==> src/rtl/sde_pkg.sv <==
// Shared constants and types for the set difference engine.
`timescale 1ns / 1ps

package sde_pkg;

  localparam int SET_CAPACITY = 32;
  localparam int DATA_W       = 32;
  localparam int IDX_W        = (SET_CAPACITY > 1) ? $clog2(SET_CAPACITY) : 1;
  localparam int CNT_W        = $clog2(SET_CAPACITY + 1);

  typedef enum logic [2:0] {
    MODE_APP_A  = 3'd0,
    MODE_APP_B  = 3'd1,
    MODE_DIFF   = 3'd2,
    MODE_SYMDIF = 3'd3,
    MODE_CLEAR  = 3'd4
  } mode_t;

  typedef enum logic [1:0] {
    ST_ELEM   = 2'd0,
    ST_APP_OK = 2'd1,
    ST_FULL   = 2'd2,
    ST_EMPTY  = 2'd3
  } status_t;

  // Commands from the sequencer to one set chain.
  typedef struct packed {
    logic app;
    logic rot;
    logic clr;
  } chain_ctl_t;

  // Commands from a chain to each of its cells.
  typedef struct packed {
    logic             wr;
    logic             rot;
    logic [CNT_W-1:0] count;
  } cell_ctl_t;

endpackage

==> src/rtl/sde_cell.sv <==
// One storage cell of a set chain: holds an element, rotates, compares against a probe.
`timescale 1ns / 1ps

module sde_cell (
  input  logic                          clk,
  input  sde_pkg::cell_ctl_t            ctl,
  input  logic [sde_pkg::IDX_W-1:0]     idx,
  input  logic [sde_pkg::DATA_W-1:0]    wr_data,
  input  logic [sde_pkg::DATA_W-1:0]    from_next,
  input  logic [sde_pkg::DATA_W-1:0]    head,
  input  logic [sde_pkg::DATA_W-1:0]    probe,
  output logic [sde_pkg::DATA_W-1:0]    val,
  output logic                          hit
);

  logic [sde_pkg::CNT_W-1:0] idx_ext;
  logic                      live;
  logic                      wrap;

  assign idx_ext = sde_pkg::CNT_W'(idx);
  assign live    = idx_ext < ctl.count;
  // last occupied cell refills from the head during a rotation
  assign wrap    = (idx_ext + sde_pkg::CNT_W'(1)) == ctl.count;
  assign hit     = live && (val == probe);

  always_ff @(posedge clk) begin
    if (ctl.wr && (idx_ext == ctl.count)) begin
      val <= wr_data;
    end else if (ctl.rot && live) begin
      val <= wrap ? head : from_next;
    end
  end

endmodule

==> src/rtl/sde_chain.sv <==
// Row of cells holding one set, with its fill count and membership match.
`timescale 1ns / 1ps

module sde_chain (
  input  logic                          clk,
  input  logic                          rst,
  input  sde_pkg::chain_ctl_t           ctl,
  input  logic [sde_pkg::DATA_W-1:0]    wr_data,
  input  logic [sde_pkg::DATA_W-1:0]    probe,
  output logic [sde_pkg::DATA_W-1:0]    head,
  output logic [sde_pkg::CNT_W-1:0]     count,
  output logic                          full,
  output logic                          any_hit
);

  logic [sde_pkg::DATA_W-1:0]       vals [sde_pkg::SET_CAPACITY];
  logic [sde_pkg::DATA_W-1:0]       nxt  [sde_pkg::SET_CAPACITY];
  logic [sde_pkg::SET_CAPACITY-1:0] hits;
  sde_pkg::cell_ctl_t               cctl;

  assign full    = count == sde_pkg::CNT_W'(sde_pkg::SET_CAPACITY);
  assign head    = vals[0];
  assign any_hit = |hits;

  assign cctl.wr    = ctl.app && !full;
  assign cctl.rot   = ctl.rot;
  assign cctl.count = count;

  always_ff @(posedge clk) begin
    if (rst || ctl.clr) begin
      count <= '0;
    end else if (ctl.app && !full) begin
      count <= count + sde_pkg::CNT_W'(1);
    end
  end

  for (genvar i = 0; i < sde_pkg::SET_CAPACITY; i++) begin : g_cell
    if (i == sde_pkg::SET_CAPACITY - 1) begin : g_tail
      assign nxt[i] = vals[0];
    end else begin : g_body
      assign nxt[i] = vals[i+1];
    end

    sde_cell u_cell (
      .clk       (clk),
      .ctl       (cctl),
      .idx       (sde_pkg::IDX_W'(i)),
      .wr_data   (wr_data),
      .from_next (nxt[i]),
      .head      (vals[0]),
      .probe     (probe),
      .val       (vals[i]),
      .hit       (hits[i])
    );
  end

endmodule
==> config.mk <==
export PLATFORM = sky130hd
export DESIGN_NAME = sde_chain
export DESIGN_NICKNAME = d
export VERILOG_FILES = /design/src/rtl/sde_pkg.sv /design/src/rtl/sde_cell.sv /design/src/rtl/sde_chain.sv
export SDC_FILE = /design/constraint.sdc
export NUM_CORES = 2
export LEC_CHECK = 0
export BUFFER_PORTS_ARGS = -buffer_cell sky130_fd_sc_hd__buf_2
export CAP_MARGIN = 10
export CORE_UTILIZATION = 55
export CTS_CLUSTER_SIZE = 14
export DETAILED_ROUTE_END_ITERATION = 6
export PLACE_DENSITY = 0.7
export SKIP_CTS_REPAIR_TIMING = 1
export SLEW_MARGIN = 5
export SYNTH_ARGS = -nofsm -noshare
export SYNTH_HDL_FRONTEND = slang
export SYNTH_SLANG_ARGS = --single-unit
==> constraint.sdc <==
create_clock -name clk -period 4.5 [get_ports clk]
set_clock_uncertainty 0.2 [all_clocks]
set_input_delay 0.675 -clock clk [delete_from_list [all_inputs] [get_ports clk]]
set_output_delay 0.675 -clock clk [all_outputs]
set_load 0.01 [all_outputs]
==> impl_metrics.ini <==
[floorplan]
fp.dieH_um = 346
fp.dieW_um = 346
ios = 109
initial_utilization_pct = 55.7
core-area_um2 = 117000
dieArea_um2 = 120000
rows = 125

[grt]
grt.overflow.total = 0
grt_pass1_vias = 49000
track_usage_pct = 45.6
grt_pass1_wl_mm = 384
antenna_found_initial = 15
grt_max_degree = 66

[clock_tree]
clk_pin_slew_ps = 60
numCtsBuffers = 114
cts_max_path_buffers = 3
clk_latency_ps = 740
cts_root_buffer = clkbuf_16
cts_max_level = 3
clock_sinks = 1030
cts_tree = built

[sta]
final.setup.worst_slack_ps = -20.7
final.min_clock_period_ps = 4520
finalHoldViolations = 0
fin_crit_sh_pct = 100
grt_setup_unrepaired = false
fmax_ghz = 0.221
drv_slew = 0
setup_viol = 1
worst_slew_pin_slew_ps = 1380
relSlewSlack_pct = 8.21
fin_tns_setup_ps = -20.7

[logic_synthesis]
synth_area_um2 = 65100
syn_inst = 6254
synth_nets = 6326
ys_seq_area_share_pct = 47.4
synth_ff_type = edfxtp_1
synthArstFlopShare_pct = 0
yosys_register_bits = 1030
synth-edff-count = 1024
synth.distinct_cells = 49
yosysWarnings = 0
avgSynthCellArea_um2 = 10.4

[worst_setup_path]
crit_top_cell = nand4_1
worstSetupStartpointType = flip-flop
required_ps = 3620
cp_slowest_stage_delay_ps = 600
worstPathCellList = xnor2_2 -> nand4_1 -> or4_1 -> or4_4 -> nand4_1 -> nor4_2 -> buf_4 -> nand3_2 -> buf_2
cp.arrival_ps = 3650
critPathBufInv = 2
endpoint_kind = output pin
slowest_stage = or4_4
critical_path.max_fanout = 2
ff2ff_setup_slack_ps = 880
path_class = flip-flop to output pin
cp_top_family = simple AND/OR/NAND/NOR gates

[drt]
drtIter0Drc = 9487
drc = 0
ant_nets = 0
dr.pass1.iters = 6
avgRoutedWirePerCell_um = 36.2
num_vias = 53100
vias_per_cell = 6.89
drt-total-wl_mm = 279

[worst_hold_path]
hp-class = primary input to flip-flop

[placement]
portBuffers = 108
hpwl_mm = 180
gp_congestion = 1.03
pre_cts_ws_ps = -50.2

[final_layout]
fin_nets = 6159
synthToLayoutAreaGrowth_pct = 9.71
final_layout_size_suffix_gt1_share_pct = 12.0
final_core_util_pct = 61.1

[outcome]
violations = negative setup slack
status = complete, but fails checks

[pwr]
vdd_ir_drop_max_mv = 0.319
power_density_nw_per_um2 = 318
p_leak_nw = 28.9

[job]
drv_cap = 0
power breakdown:
part / internal (mW) / total, mW / switching (mW)
clock network: 5.75 / 9.88 / 4.13
registers: 10.4 / 10.5 / 0.0302
logic: 0.578 / 2.38 / 1.81
layout make-up:
| type | count | area, um2 |
|---|---|---|
| Fill cell | 9515 | 45400 |
| Multi-Input combinational cell | 4526 | 31400 |
| Sequential cell | 1030 | 30900 |
| Timing Repair Buffer | 408 | 3440 |
| Clock buffer | 140 | 3010 |
| Tap cell | 1524 | 1910 |
| Clock inverter | 66 | 783 |
| Inverter | 7 | 26.3 |
| Antenna cell | 7 | 17.5 |
stage by stage:
stage	instance area [um2]	total power, mW	hold WS (ps)	cells
3_5_place_dp	67500	12.9	393	7493
3_3_place_gp	67500	12.9	381	7493
2_1_floorplan	65100	11.7	373	6254
4_1_cts	71300	22.5	81.0	7699
6_report	71400	22.7	96.8	7708
5_1_grt	71400	22.9	149	7702
logic make-up (layout without fill, tap and decap cells):
logic type,count (synthesis),after routing,synth area share (%)
xor gates and xnor gates,1028,1028,13.8
other,0,7,0
and+or+nand+nor,1470,1470,10.2
adders and majority gates,3,3,0.0577
muxes,1024,1024,15.9
buffers and inverters,698,621,4.92
AOI/OAI and AO/OA,1001,1001,7.76
DFF,1030,1030,47.4
state kept, by name, summed over array words and instances, names as in the netlist:
name               flops
g_cell.u_cell.val   1024
count                  6
path summary, 6_finish.rpt:
kind / from / endpoint / cells past startpoint
worst max register to register: count[3] / g_cell[4].u_cell.val[19] / 10
worst min register to register: g_cell[1].u_cell.val[3] / g_cell[0].u_cell.val[3] / 1
worst min-delay path: wr_data[16] / g_cell[16].u_cell.val[16] / 3
worst max-delay path: g_cell[12].u_cell.val[13] / any_hit / 9
worst min-delay path, stage by stage:
cell,delay [ps]
buf_2,90
nor2_1,40
a21oi_1,110
cells in the final DEF (no fill, tap or decap), types with 24 or more instances in the layout:
master | synthesis | routed
mux2i_1 | 960 | 960
buf_4 | 45 | 272
buf_2 | 325 | 88
nor4_1 | 120 | 117
xor2_1 | 372 | 372
nor2_1 | 909 | 908
o21ai_0 | 80 | 64
clkinv_2 | 0 | 24
nor3_1 | 27 | 27
edfxtp_1 | 1024 | 1024
xnor2_1 | 656 | 653
nand2_2 | 8 | 29
a21oi_1 | 904 | 903
nand3_1 | 51 | 29
clkbuf_16 | 0 | 117
nand2_1 | 120 | 99
nand4_1 | 189 | 189
mux2_2 | 64 | 64
buf_12 | 0 | 48
layer usage:
layer  track usage (%)  vias up  share of wire, %
met4              28.6       16               7.5
li1                  -    21800                 -
met1              62.0    25100                36
met5                 0        -             0.040
met3              15.8     1108                17
met2              61.7     4997                40
cells in the mapped netlist (all sizes together), types with 2 or more instances:
library cell,count,area share [%]
nor2,912,5.3
xnor2,656,8.8
nand4,189,1.8
edfxtp,1024,47
xor2,372,5.0
buf,417,3.3
o31ai,2,0.023
o21ai,83,0.64
and3,3,0.029
mux2,64,1.1
inv,7,0.040
or4,5,0.058
nor3,32,0.29
ha,3,0.058
and2,11,0.11
a21oi,904,6.9
dfxtp,6,0.18
nand2b,4,0.038
mux2i,960,15
nor2b,2,0.019
a31oi,2,0.019
or3,2,0.019
a21o,2,0.023
o2111ai,3,0.040
clkbuf,274,1.6
or2,3,0.029
nor4,121,1.2
nor4bb,2,0.031
nor4b,2,0.050
nand2,128,0.77
nand3,52,0.41
(Power assumes the default switching activity.)
